**src/design/zhpd_pkg.sv**
```systemverilog
package zhpd_pkg;

    // Fixed field widths
    localparam int KW       = 13;
    localparam int DelayW   = 32;
    localparam int CfgIdxW  = 3;
    localparam int CfgDataW = 32;

    // Register indexes on the configuration channel
    localparam logic [CfgIdxW-1:0] REG_MEAN        = 3'd0;
    localparam logic [CfgIdxW-1:0] REG_SIGMA       = 3'd1;
    localparam logic [CfgIdxW-1:0] REG_K_ENTER     = 3'd2;
    localparam logic [CfgIdxW-1:0] REG_K_LEAVE     = 3'd3;
    localparam logic [CfgIdxW-1:0] REG_ENTER_DELAY = 3'd4;
    localparam logic [CfgIdxW-1:0] REG_LEAVE_DELAY = 3'd5;
    localparam logic [CfgIdxW-1:0] REG_CLEAR_HOLD  = 3'd6;

    // Reset values of the registers
    localparam int           MEAN_RST        = 0;
    localparam int           SIGMA_RST       = 256;
    localparam logic [KW-1:0] K_ENTER_RST    = 13'sd768;
    localparam logic [KW-1:0] K_LEAVE_RST    = 13'sd512;
    localparam logic [DelayW-1:0] ENTER_DELAY_RST = 32'd3000;
    localparam logic [DelayW-1:0] LEAVE_DELAY_RST = 32'd5000;
    localparam logic [DelayW-1:0] CLEAR_HOLD_RST  = 32'd30000;

    // Published phase codes
    localparam logic [1:0] PH_IDLE    = 2'd0;
    localparam logic [1:0] PH_DEB_ON  = 2'd1;
    localparam logic [1:0] PH_PRESENT = 2'd2;
    localparam logic [1:0] PH_DEB_OFF = 2'd3;

    // Event codes
    localparam logic [1:0] EV_NONE = 2'd0;
    localparam logic [1:0] EV_ON   = 2'd1;
    localparam logic [1:0] EV_OFF  = 2'd2;

    typedef enum logic [3:0] {
        ST_IDLE    = 4'b0001,
        ST_DEB_ON  = 4'b0010,
        ST_PRESENT = 4'b0100,
        ST_DEB_OFF = 4'b1000
    } state_t;

    // Relation of the z-score to one threshold
    typedef struct packed {
        logic gt;
        logic ge;
    } zrel_t;

    // Threshold flags for the state machine
    typedef struct packed {
        logic high;
        logic hit_strong;
        logic low;
    } zflags_t;

    // One result item
    typedef struct packed {
        logic [1:0] event_res;
        logic [1:0] phase;
        logic       present;
    } result_t;

    function automatic logic [1:0] phase_code(input state_t st);
        logic [1:0] code;
        case (st)
            ST_IDLE:    code = PH_IDLE;
            ST_DEB_ON:  code = PH_DEB_ON;
            ST_PRESENT: code = PH_PRESENT;
            ST_DEB_OFF: code = PH_DEB_OFF;
            default:    code = PH_IDLE;
        endcase
        return code;
    endfunction

endpackage

```
**src/design/zhpd_zcmp.sv**
```systemverilog
module zhpd_zcmp #(
    parameter int SAMPLE_WIDTH = 16,
    parameter int SIGMA_WIDTH  = 17
) (
    input  logic [SAMPLE_WIDTH-1:0]        energy,
    input  logic [SAMPLE_WIDTH-1:0]        mean,
    input  logic [SIGMA_WIDTH-1:0]         sigma,
    input  logic signed [zhpd_pkg::KW-1:0] k,
    output zhpd_pkg::zrel_t                rel
);

    localparam int CW = SIGMA_WIDTH + 15;
    localparam int PW = SIGMA_WIDTH + zhpd_pkg::KW + 1;

    logic signed [CW-1:0] energy_x;
    logic signed [CW-1:0] mean_x;
    logic signed [CW-1:0] diff;
    logic signed [CW-1:0] lhs;
    logic signed [CW-1:0] rhs;
    logic signed [CW-1:0] k_x;
    logic signed [CW-1:0] prod_x;
    logic signed [SIGMA_WIDTH:0] sigma_s;
    logic signed [PW-1:0] prod;
    logic                 sigma_zero;

    // Scale energy minus mean by 256 to line up with k times sigma
    assign energy_x = {{(CW-SAMPLE_WIDTH){1'b0}}, energy};
    assign mean_x   = {{(CW-SAMPLE_WIDTH){1'b0}}, mean};
    assign diff     = energy_x - mean_x;
    assign sigma_zero = (sigma == '0);

    // Threshold times sigma, one narrow signed multiply
    assign sigma_s = {1'b0, sigma};
    assign prod    = k * sigma_s;
    assign prod_x  = {{(CW-PW){prod[PW-1]}}, prod};
    assign k_x     = {{(CW-zhpd_pkg::KW){k[zhpd_pkg::KW-1]}}, k};

    // Zero sigma means z is exactly zero
    assign lhs = sigma_zero ? '0  : (diff <<< 8);
    assign rhs = sigma_zero ? k_x : prod_x;

    assign rel.gt = (lhs > rhs);
    assign rel.ge = (lhs >= rhs);

endmodule

```
**src/design/zhpd_fsm.sv**
```systemverilog
module zhpd_fsm #(
    parameter int TIME_WIDTH = 32
) (
    input  logic                            aclk,
    input  logic                            aresetn,
    input  logic                            step,
    input  zhpd_pkg::zflags_t               flags,
    input  logic [TIME_WIDTH-1:0]           now,
    input  logic [zhpd_pkg::DelayW-1:0]     enter_delay,
    input  logic [zhpd_pkg::DelayW-1:0]     leave_delay,
    input  logic [zhpd_pkg::DelayW-1:0]     clear_hold,
    output zhpd_pkg::result_t               res
);

    localparam int CmpW = (TIME_WIDTH > zhpd_pkg::DelayW) ? TIME_WIDTH : zhpd_pkg::DelayW;

    zhpd_pkg::state_t        state_reg, state_next;
    logic [TIME_WIDTH-1:0]   dstart_reg, dstart_next;
    logic [TIME_WIDTH-1:0]   lstrong_reg, lstrong_next;
    logic                    present_reg, present_next;
    logic [1:0]              event_code;

    logic [TIME_WIDTH-1:0]   el_deb;
    logic [TIME_WIDTH-1:0]   el_strong;
    logic                    enter_done;
    logic                    leave_done;
    logic                    hold_done;

    // Elapsed times wrap with the timestamp width
    assign el_deb    = now - dstart_reg;
    // A strong sample in the present phase restarts the hold right now
    assign el_strong = flags.hit_strong ? '0 : (now - lstrong_reg);

    assign enter_done = CmpW'(el_deb)    >= CmpW'(enter_delay);
    assign leave_done = CmpW'(el_deb)    >= CmpW'(leave_delay);
    assign hold_done  = CmpW'(el_strong) >= CmpW'(clear_hold);

    // Next state of the presence machine
    always_comb begin
        state_next   = state_reg;
        dstart_next  = dstart_reg;
        lstrong_next = lstrong_reg;
        present_next = present_reg;
        event_code   = zhpd_pkg::EV_NONE;
        case (state_reg)
            zhpd_pkg::ST_IDLE: begin
                if (flags.high) begin
                    dstart_next = now;
                    state_next  = zhpd_pkg::ST_DEB_ON;
                end
            end
            zhpd_pkg::ST_DEB_ON: begin
                if (flags.high) begin
                    if (enter_done) begin
                        state_next   = zhpd_pkg::ST_PRESENT;
                        lstrong_next = now;
                        present_next = 1'b1;
                        event_code   = zhpd_pkg::EV_ON;
                    end
                end else begin
                    state_next = zhpd_pkg::ST_IDLE;
                end
            end
            zhpd_pkg::ST_PRESENT: begin
                if (flags.hit_strong) begin
                    lstrong_next = now;
                end
                if (flags.low && hold_done) begin
                    dstart_next = now;
                    state_next  = zhpd_pkg::ST_DEB_OFF;
                end
            end
            zhpd_pkg::ST_DEB_OFF: begin
                if (flags.low) begin
                    if (leave_done) begin
                        state_next   = zhpd_pkg::ST_IDLE;
                        present_next = 1'b0;
                        event_code   = zhpd_pkg::EV_OFF;
                    end
                end else if (flags.high) begin
                    state_next   = zhpd_pkg::ST_PRESENT;
                    lstrong_next = now;
                end
            end
            default: begin
                state_next = zhpd_pkg::ST_IDLE;
            end
        endcase
    end

    // Commit the state when the request moves to the result register
    always_ff @(posedge aclk) begin
        if (!aresetn) begin
            state_reg   <= zhpd_pkg::ST_IDLE;
            dstart_reg  <= '0;
            lstrong_reg <= '0;
            present_reg <= 1'b0;
        end else if (step) begin
            state_reg   <= state_next;
            dstart_reg  <= dstart_next;
            lstrong_reg <= lstrong_next;
            present_reg <= present_next;
        end
    end

    assign res.present   = present_next;
    assign res.phase     = zhpd_pkg::phase_code(state_next);
    assign res.event_res = event_code;

endmodule

```
**src/design/zscore_hysteresis_presence_debounce.sv**
```systemverilog
// Presence detector: each request carries an energy sample and its millisecond
// timestamp and yields one result with the published presence, the phase after
// the step and an on or off event. The sample is compared with the baseline as
// a z-score without division, against the enter and leave thresholds, and a
// four-phase machine applies the debounce delays and the clear hold. One
// request is accepted every clock cycle while the result register is free or
// drains; its result goes through the input register, then the result
// register. The cycle time is set by the threshold multiply and compare
// feeding the state update. Configuration writes are always accepted and
// must be made while no request is in flight.
module zscore_hysteresis_presence_debounce #(
    parameter int TIME_WIDTH   = 32,
    parameter int SAMPLE_WIDTH = 16
) (
    input  logic                              aclk,
    input  logic                              aresetn,
    // Configuration writes
    input  logic                              cfg_valid,
    output logic                              cfg_ready,
    input  logic [zhpd_pkg::CfgIdxW-1:0]      cfg_index,
    input  logic [zhpd_pkg::CfgDataW-1:0]     cfg_data,
    // Sample requests
    input  logic                              s_tvalid,
    output logic                              s_tready,
    // energy_sample, time_ms (from bit 0 up), zero padded
    input  logic [((SAMPLE_WIDTH+TIME_WIDTH+7)/8)*8-1:0] s_tdata,
    // Results
    output logic                              m_tvalid,
    input  logic                              m_tready,
    // present, phase, event_res (from bit 0 up), zero padded
    output logic [7:0]                        m_tdata
);

    localparam int SigW  = (SAMPLE_WIDTH > 9) ? SAMPLE_WIDTH : 9;
    localparam int ResW  = $bits(zhpd_pkg::result_t);

    // Configuration registers
    logic [SAMPLE_WIDTH-1:0]            mean_reg;
    logic [SigW-1:0]                    sigma_reg;
    logic signed [zhpd_pkg::KW-1:0]     k_enter_reg;
    logic signed [zhpd_pkg::KW-1:0]     k_leave_reg;
    logic [zhpd_pkg::DelayW-1:0]        enter_delay_reg;
    logic [zhpd_pkg::DelayW-1:0]        leave_delay_reg;
    logic [zhpd_pkg::DelayW-1:0]        clear_hold_reg;

    // Input stage
    logic                               in_valid_reg;
    logic [SAMPLE_WIDTH-1:0]            energy_reg;
    logic [TIME_WIDTH-1:0]              time_reg;

    // Result stage
    logic                               m_valid_reg;
    zhpd_pkg::result_t                  res_reg;
    zhpd_pkg::result_t                  res_next;

    logic                               advance;
    zhpd_pkg::zrel_t                    rel_enter;
    zhpd_pkg::zrel_t                    rel_leave;
    zhpd_pkg::zflags_t                  flags;

    assign cfg_ready = 1'b1;

    // Write configuration registers
    always_ff @(posedge aclk) begin
        if (!aresetn) begin
            mean_reg        <= SAMPLE_WIDTH'(zhpd_pkg::MEAN_RST);
            sigma_reg       <= SigW'(zhpd_pkg::SIGMA_RST);
            k_enter_reg     <= zhpd_pkg::K_ENTER_RST;
            k_leave_reg     <= zhpd_pkg::K_LEAVE_RST;
            enter_delay_reg <= zhpd_pkg::ENTER_DELAY_RST;
            leave_delay_reg <= zhpd_pkg::LEAVE_DELAY_RST;
            clear_hold_reg  <= zhpd_pkg::CLEAR_HOLD_RST;
        end else if (cfg_valid && cfg_ready) begin
            case (cfg_index)
                zhpd_pkg::REG_MEAN:        mean_reg <= cfg_data[SAMPLE_WIDTH-1:0];
                zhpd_pkg::REG_SIGMA:       sigma_reg <= SigW'(cfg_data[SAMPLE_WIDTH-1:0]);
                zhpd_pkg::REG_K_ENTER:     k_enter_reg <= cfg_data[zhpd_pkg::KW-1:0];
                zhpd_pkg::REG_K_LEAVE:     k_leave_reg <= cfg_data[zhpd_pkg::KW-1:0];
                zhpd_pkg::REG_ENTER_DELAY: enter_delay_reg <= cfg_data;
                zhpd_pkg::REG_LEAVE_DELAY: leave_delay_reg <= cfg_data;
                zhpd_pkg::REG_CLEAR_HOLD:  clear_hold_reg <= cfg_data;
                default: begin
                end
            endcase
        end
    end

    // Move a request forward when the result register is free or drains
    assign advance  = in_valid_reg && (!m_valid_reg || m_tready);
    assign s_tready = !in_valid_reg || advance;

    // Hold the accepted request
    always_ff @(posedge aclk) begin
        if (!aresetn) begin
            in_valid_reg <= 1'b0;
        end else if (s_tready) begin
            in_valid_reg <= s_tvalid;
        end
    end

    always_ff @(posedge aclk) begin
        if (s_tvalid && s_tready) begin
            energy_reg <= s_tdata[SAMPLE_WIDTH-1:0];
            time_reg   <= s_tdata[SAMPLE_WIDTH +: TIME_WIDTH];
        end
    end

    // Compare the z-score with both thresholds
    zhpd_zcmp #(
        .SAMPLE_WIDTH (SAMPLE_WIDTH),
        .SIGMA_WIDTH  (SigW)
    ) u_cmp_enter (
        .energy (energy_reg),
        .mean   (mean_reg),
        .sigma  (sigma_reg),
        .k      (k_enter_reg),
        .rel    (rel_enter)
    );

    zhpd_zcmp #(
        .SAMPLE_WIDTH (SAMPLE_WIDTH),
        .SIGMA_WIDTH  (SigW)
    ) u_cmp_leave (
        .energy (energy_reg),
        .mean   (mean_reg),
        .sigma  (sigma_reg),
        .k      (k_leave_reg),
        .rel    (rel_leave)
    );

    assign flags.high       = rel_enter.ge;
    assign flags.hit_strong = rel_enter.gt;
    assign flags.low        = !rel_leave.ge;

    zhpd_fsm #(
        .TIME_WIDTH (TIME_WIDTH)
    ) u_fsm (
        .aclk        (aclk),
        .aresetn     (aresetn),
        .step        (advance),
        .flags       (flags),
        .now         (time_reg),
        .enter_delay (enter_delay_reg),
        .leave_delay (leave_delay_reg),
        .clear_hold  (clear_hold_reg),
        .res         (res_next)
    );

    // Result register
    always_ff @(posedge aclk) begin
        if (!aresetn) begin
            m_valid_reg <= 1'b0;
        end else if (advance) begin
            m_valid_reg <= 1'b1;
        end else if (m_tready) begin
            m_valid_reg <= 1'b0;
        end
    end

    always_ff @(posedge aclk) begin
        if (advance) begin
            res_reg <= res_next;
        end
    end

    assign m_tvalid = m_valid_reg;
    assign m_tdata  = {{(8-ResW){1'b0}}, res_reg};

`ifndef SYNTHESIS
    // Presence is published exactly in the present and debouncing-off phases
    a_present_phase: assert property (@(posedge aclk) disable iff (!aresetn)
        m_tvalid |-> (res_reg.present ==
            (res_reg.phase == zhpd_pkg::PH_PRESENT || res_reg.phase == zhpd_pkg::PH_DEB_OFF)))
        else $error("present flag disagrees with phase");

    // An on event lands in the present phase
    a_event_on: assert property (@(posedge aclk) disable iff (!aresetn)
        (m_tvalid && res_reg.event_res == zhpd_pkg::EV_ON) |->
            (res_reg.phase == zhpd_pkg::PH_PRESENT && res_reg.present))
        else $error("on event without presence");

    // An off event lands in idle
    a_event_off: assert property (@(posedge aclk) disable iff (!aresetn)
        (m_tvalid && res_reg.event_res == zhpd_pkg::EV_OFF) |->
            (res_reg.phase == zhpd_pkg::PH_IDLE && !res_reg.present))
        else $error("off event without clearing");

    // A waiting request moves on as soon as the result register frees up
    a_no_bubble: assert property (@(posedge aclk) disable iff (!aresetn)
        (in_valid_reg && (!m_valid_reg || m_tready)) |=> m_tvalid)
        else $error("request stalled with a free result register");
`endif

endmodule
```
**config.mk**
```make
export PLATFORM = sky130hd
export DESIGN_NAME = zscore_hysteresis_presence_debounce
export DESIGN_NICKNAME = d
export VERILOG_FILES = /design/src/design/zhpd_pkg.sv /design/src/design/zhpd_zcmp.sv /design/src/design/zhpd_fsm.sv /design/src/design/zscore_hysteresis_presence_debounce.sv
export SDC_FILE = /design/constraint.sdc
export NUM_CORES = 2
export LEC_CHECK = 0
export BUFFER_PORTS_ARGS = -buffer_cell sky130_fd_sc_hd__buf_2
export CAP_MARGIN = 15
export CORE_UTILIZATION = 50
export CTS_BUF_LIST = sky130_fd_sc_hd__clkbuf_16
export DETAILED_ROUTE_END_ITERATION = 8
export PLACE_DENSITY = 0.73
export SLEW_MARGIN = 40
export SYNTH_ARGS = -nofsm -noshare
export SYNTH_HDL_FRONTEND = slang
export SYNTH_SLANG_ARGS = --single-unit
```
**constraint.sdc**
```tcl
create_clock -name aclk -period 29.7 [get_ports aclk]
set_input_delay 5.94 -clock aclk [delete_from_list [all_inputs] [get_ports aclk]]
set_output_delay 5.94 -clock aclk [all_outputs]
set_load 0.005 [all_outputs]
```
==> Word level (Yosys, flattened, before mapping) <==
Cells that the tools add are included.
{ "totals": {"input_bits": 88, "register_bits": 278} }
{ "classes": {"n_addsub": 3, "n_reduce_logical": 22, "magnitude_cmp": 6, "multipliers": 2, "eq_ne": 20, "n_mux": 33} }
{ "ops": {"columns": ["cell", "n"], "rows": [
  ["$mux W32", 7],
  ["$ge A32 B32 Y1", 3],
  ["$pmux W32 S3", 1],
  ["$mux W31", 3],
  ["$pmux W32 S2", 1],
  ["$sub A32 B32 Y32", 2],
  ["$ge A31 B31 Y1", 2],
  ["$mul A13 B17 Y30", 2],
  ["$gt A31 B31 Y1", 1],
  ["$mux W4", 7],
  ["$sub A16 B16 Y17", 1],
  ["$logic_not A16 Y1", 1],
  ["$pmux W4 S4", 1],
  ["$reduce_and A2 Y1", 7],
  ["$eq A3 B3 Y1 const B", 3],
  ["$eq A4 B2 Y1 const B", 2],
  ["$eq A4 B3 Y1 const B", 2],
  ["$eq A4 B4 Y1 const B", 2],
  ["$ne A2 B2 Y1 const B", 4],
  ["$mux W1", 7],
  ["$reduce_and A7 Y1", 1],
  ["$eq A3 B2 Y1 const B", 2],
  ["$mux W2", 3],
  ["$ne A2 B1 Y1 const B", 3],
  ["12 further kinds", 18]
]} }

==> Longest topological paths before layout <==
{ "logic_depth": {"word_depth": 10, "depth_mapped": 46, "depth_no_buf": 41} }

==> Modules after synthesis <==
Synthesis repeated with hierarchy kept, for this count alone.
{ "unflattened": {"cells_unflattened": 3855, "hier_area_um2": 33329.5} }
{ "modules_own_cells": {"columns": ["module", "cells_each", "instances", "area_per_inst_um2"], "rows": [
  ["zhpd_zcmp at u_cmp_enter", 1037, 1, 8633.3],
  ["zhpd_fsm", 1173, 1, 8619.5],
  ["zhpd_zcmp at u_cmp_leave", 1017, 1, 8588.2],
  ["zscore_hysteresis_presence_debounce", 628, 1, 7488.4]
]} }

==> Worst setup path after synthesis <==
OpenSTA, ideal clock, no wires.
{ "synth_path": {"kind": "input to output", "from": "input m_tready", "to": "output s_tready", "path_stages": 2, "setup_slack_ns": 17.554, "arrival_ns": 6.206, "path_buffers": 0, "path_cell_list": "nor2b_1 > nand2_1"} }
{ "synth_between": {"elab_chain_len": 3} }
{ "synth_rtl": {"columns": ["item", "line_no", "source"], "rows": [
  ["start: declaration", "zscore_hysteresis_presence_debounce.sv:29", "input logic m_tready,"],
  ["$logic_or A1 B1 Y1", "zscore_hysteresis_presence_debounce.sv:89", "assign advance = in_valid_reg && (!m_valid_reg || m_tready);"],
  ["$logic_and A1 B1 Y1", "zscore_hysteresis_presence_debounce.sv:89", null],
  ["$logic_or A1 B1 Y1", "zscore_hysteresis_presence_debounce.sv:90", "assign s_tready = !in_valid_reg || advance;"],
  ["end: declaration", "zscore_hysteresis_presence_debounce.sv:24", "output logic s_tready,"]
]} }
No other way between the ends.

==> Worst setup path after layout <==
Same ends and word-level chain as after synthesis.

==> out/metrics.cfg <==
[run_status]
status = finished, final reports clean

[power]
p_leak_nw = 15.9
intPower_w = 0.000718
pwr-share-clk = 0.335
total_power_w = 0.00107
p_seq_frac = 0.384
sw_frac_of_total = 0.328
peakVddDrop_mv = 0.0544
p_sw_w = 0.000351
powerDensity_nw_per_um2 = 31.6
comb_power_share = 0.282

[synth]
yosys_warnings = 0
yosysSeqAreaShare = 0.192
synth_edf_count = 53
ys.flop_type = dfxtp_1
synth-async-reset-ratio = 0
syn_inst = 3785
syn-cell-area_um2 = 31800
ys_types = 82
synth.avg_cell_area_um2 = 8.40
yosys_register_bits = 278

[clock_tree]
clock-sinks = 278
hold_buffers = 0
cts_buffers = 28
clockBufferDepth = 3
path_clk_slew_ns = 0.06
post-cts-setup-buffers = 0
htree_num_levels = 1
post_cts_resize_count = 0
root_buffer = clkbuf_16
clk_latency_ns = 0.57
cts_tree = yes

[min_path]
hp-class = flop to flop

[layout]
stdcell_area_um2 = 33800
final_cells = 4648
diodes = 0
layout_common_cells = nand2_1 (705), inv_1 (540), ha_1 (424)
nets = 4603
postLayoutCoreUtil = 0.537
layout-drive-gt1-share = 0.0584
final_common_cell = nand2_1
area_delta_synth_final_pct = 6.50
fillers = 5882

[job]
timing.max_cap.violations = 0

[critical_path]
cp_max_fo = 4
worstPathRequired_ns = 23.76
end_kind = primary output
r2r_cells = 37
r2r_start = k_enter_reg[11]
endpoint = s_tready
r2r_slack_ns = 18.12
critPathKind = input pin to primary output
worstReg2RegEnd = u_fsm.dstart_reg[28]
worstSetupStartpointType = input pin
cp.arrival_ns = 6.48
critPathLaunch = m_tready

[global_routing]
grt_first_pass_wirelength_um = 125000
antenna_found_initial = 2
grt_max_degree = 69
track_usage = 0.242
use_met1 = 0.313
grtUsageMet2 = 0.414
grt_pass1_vias = 25000
busiest_layer = met2
grt-ovfl-total = 0
use_met3 = 0.0308

[timing]
setup_tns_ns = 0
period_share = 0.418
finalHoldViolations = 0
setup_viol = 0
slew_headroom = 0.302
period_minus_slack_ns = 12.42
timing.final.max_slew_violations = 0
fmax_ghz = 0.0805
tightest_slew_ns = 1.04
fin_skew_ns = 0.0231
rsz0062_at_grt = no

[die]
rows = 92
coreArea_um2 = 63000
die_width_um = 254
io_pins = 99
die_area_um2 = 64600
start_util = 0.505
die_h_um = 254

[placed_design]
placed_cell_area_um2 = 32900
gp_congestion = 0.912
place_inst = 4596
hpwl_um = 59900
io_buffers = 94

[routing]
totalWireLength_um = 77000
dr.pass1.iters = 6
drc_errors = 0
via_per_inst = 5.46
drtIter0Drc = 1616
final_antenna_net_count = 0
wire_per_inst_um = 16.6
dr_total_vias = 25400

-- through the flow --
step                      hold WS (ns)  setup slack [ns]
after global placement           0.441             17.30
after detailed placement         0.446             17.31
after CTS                        0.455             17.30
after global routing             0.468             17.23
after floorplan                  0.435             17.55
final                            0.453             17.28
-- Yosys cell counts, types with 12 or more instances --
cell type,instances,area share
a211oi_1,14,0.0033
a21o_1,85,0.020
a21oi_1,282,0.044
a31oi_1,19,0.0037
and2_1,172,0.034
and3_1,20,0.0039
buf_1,12,0.0014
buf_2,12,0.0019
clkbuf_1,133,0.016
dfxtp_1,225,0.14
edfxtp_1,53,0.050
fa_1,311,0.20
ha_1,424,0.17
inv_1,535,0.063
mux2i_1,67,0.021
nand2_1,705,0.083
nand2b_1,41,0.0081
nand3_1,48,0.0076
nand4_1,27,0.0053
nor2_1,129,0.015
nor2b_1,38,0.0075
nor3_1,30,0.0047
o211ai_1,30,0.0071
o21a_1,17,0.0040
o21ai_0,64,0.010
o21bai_1,12,0.0028
or3_1,13,0.0026
xnor2_1,59,0.016
xor2_1,41,0.011
-- routing by layer --
| layer | wire length (um) | vias to the layer above |
|---|---|---|
| met5 | 94 | - |
| met4 | 2650 | 6 |
| met3 | 4720 | 146 |
| met2 | 36600 | 646 |
| met1 | 33000 | 12300 |
| li1 | - | 12300 |
-- critical path: stages --
cell	delay, ns
buf_2	0.10
nor2b_1	0.21
nand2_1	0.10
buf_2	0.13
-- power by group through the flow --
stage	logic, W	clock network [W]	registers, W
floorplan	0.000219	0	0.000411
global placement	0.000290	0	0.000417
detailed placement	0.000297	0	0.000418
CTS	0.000299	0.000365	0.000409
global route	0.000339	0.000378	0.000411
finish	0.000301	0.000358	0.000410
-- worst min-delay path by stage --
stage,from,end,slack (ns),depth (start not counted)
3_3_place_gp,leave_delay_reg[1],leave_delay_reg[1],0.44,2
2_1_floorplan,u_fsm.lstrong_reg[10],u_fsm.lstrong_reg[10],0.43,2
5_1_grt,u_fsm.lstrong_reg[7],u_fsm.lstrong_reg[7],0.47,2
3_5_place_dp,enter_delay_reg[15],enter_delay_reg[15],0.45,2
6_report,enter_delay_reg[23],enter_delay_reg[23],0.45,2
4_1_cts,leave_delay_reg[27],leave_delay_reg[27],0.45,2
-- logic make-up after synthesis --
kind of cell | synth area share
simple gates | 0.187
fa+ha+maj | 0.363
buf+inv | 0.0869
compound gates | 0.122
flops | 0.192
xor+xnor | 0.0276
mux | 0.0218
other cells | 0.000236
-- cell type report --
type                    count  area, um2  share of cell area
clock buffers              30        751              0.0222
clock inverters            22        168             0.00495
repair buffers            135        793              0.0234
well taps                 846       1060              0.0313
inverters                 536       2010              0.0595
flip-flops and latches    278       6100               0.180
multi-input cells        2801      23000               0.678
(Power assumes the default switching activity.)
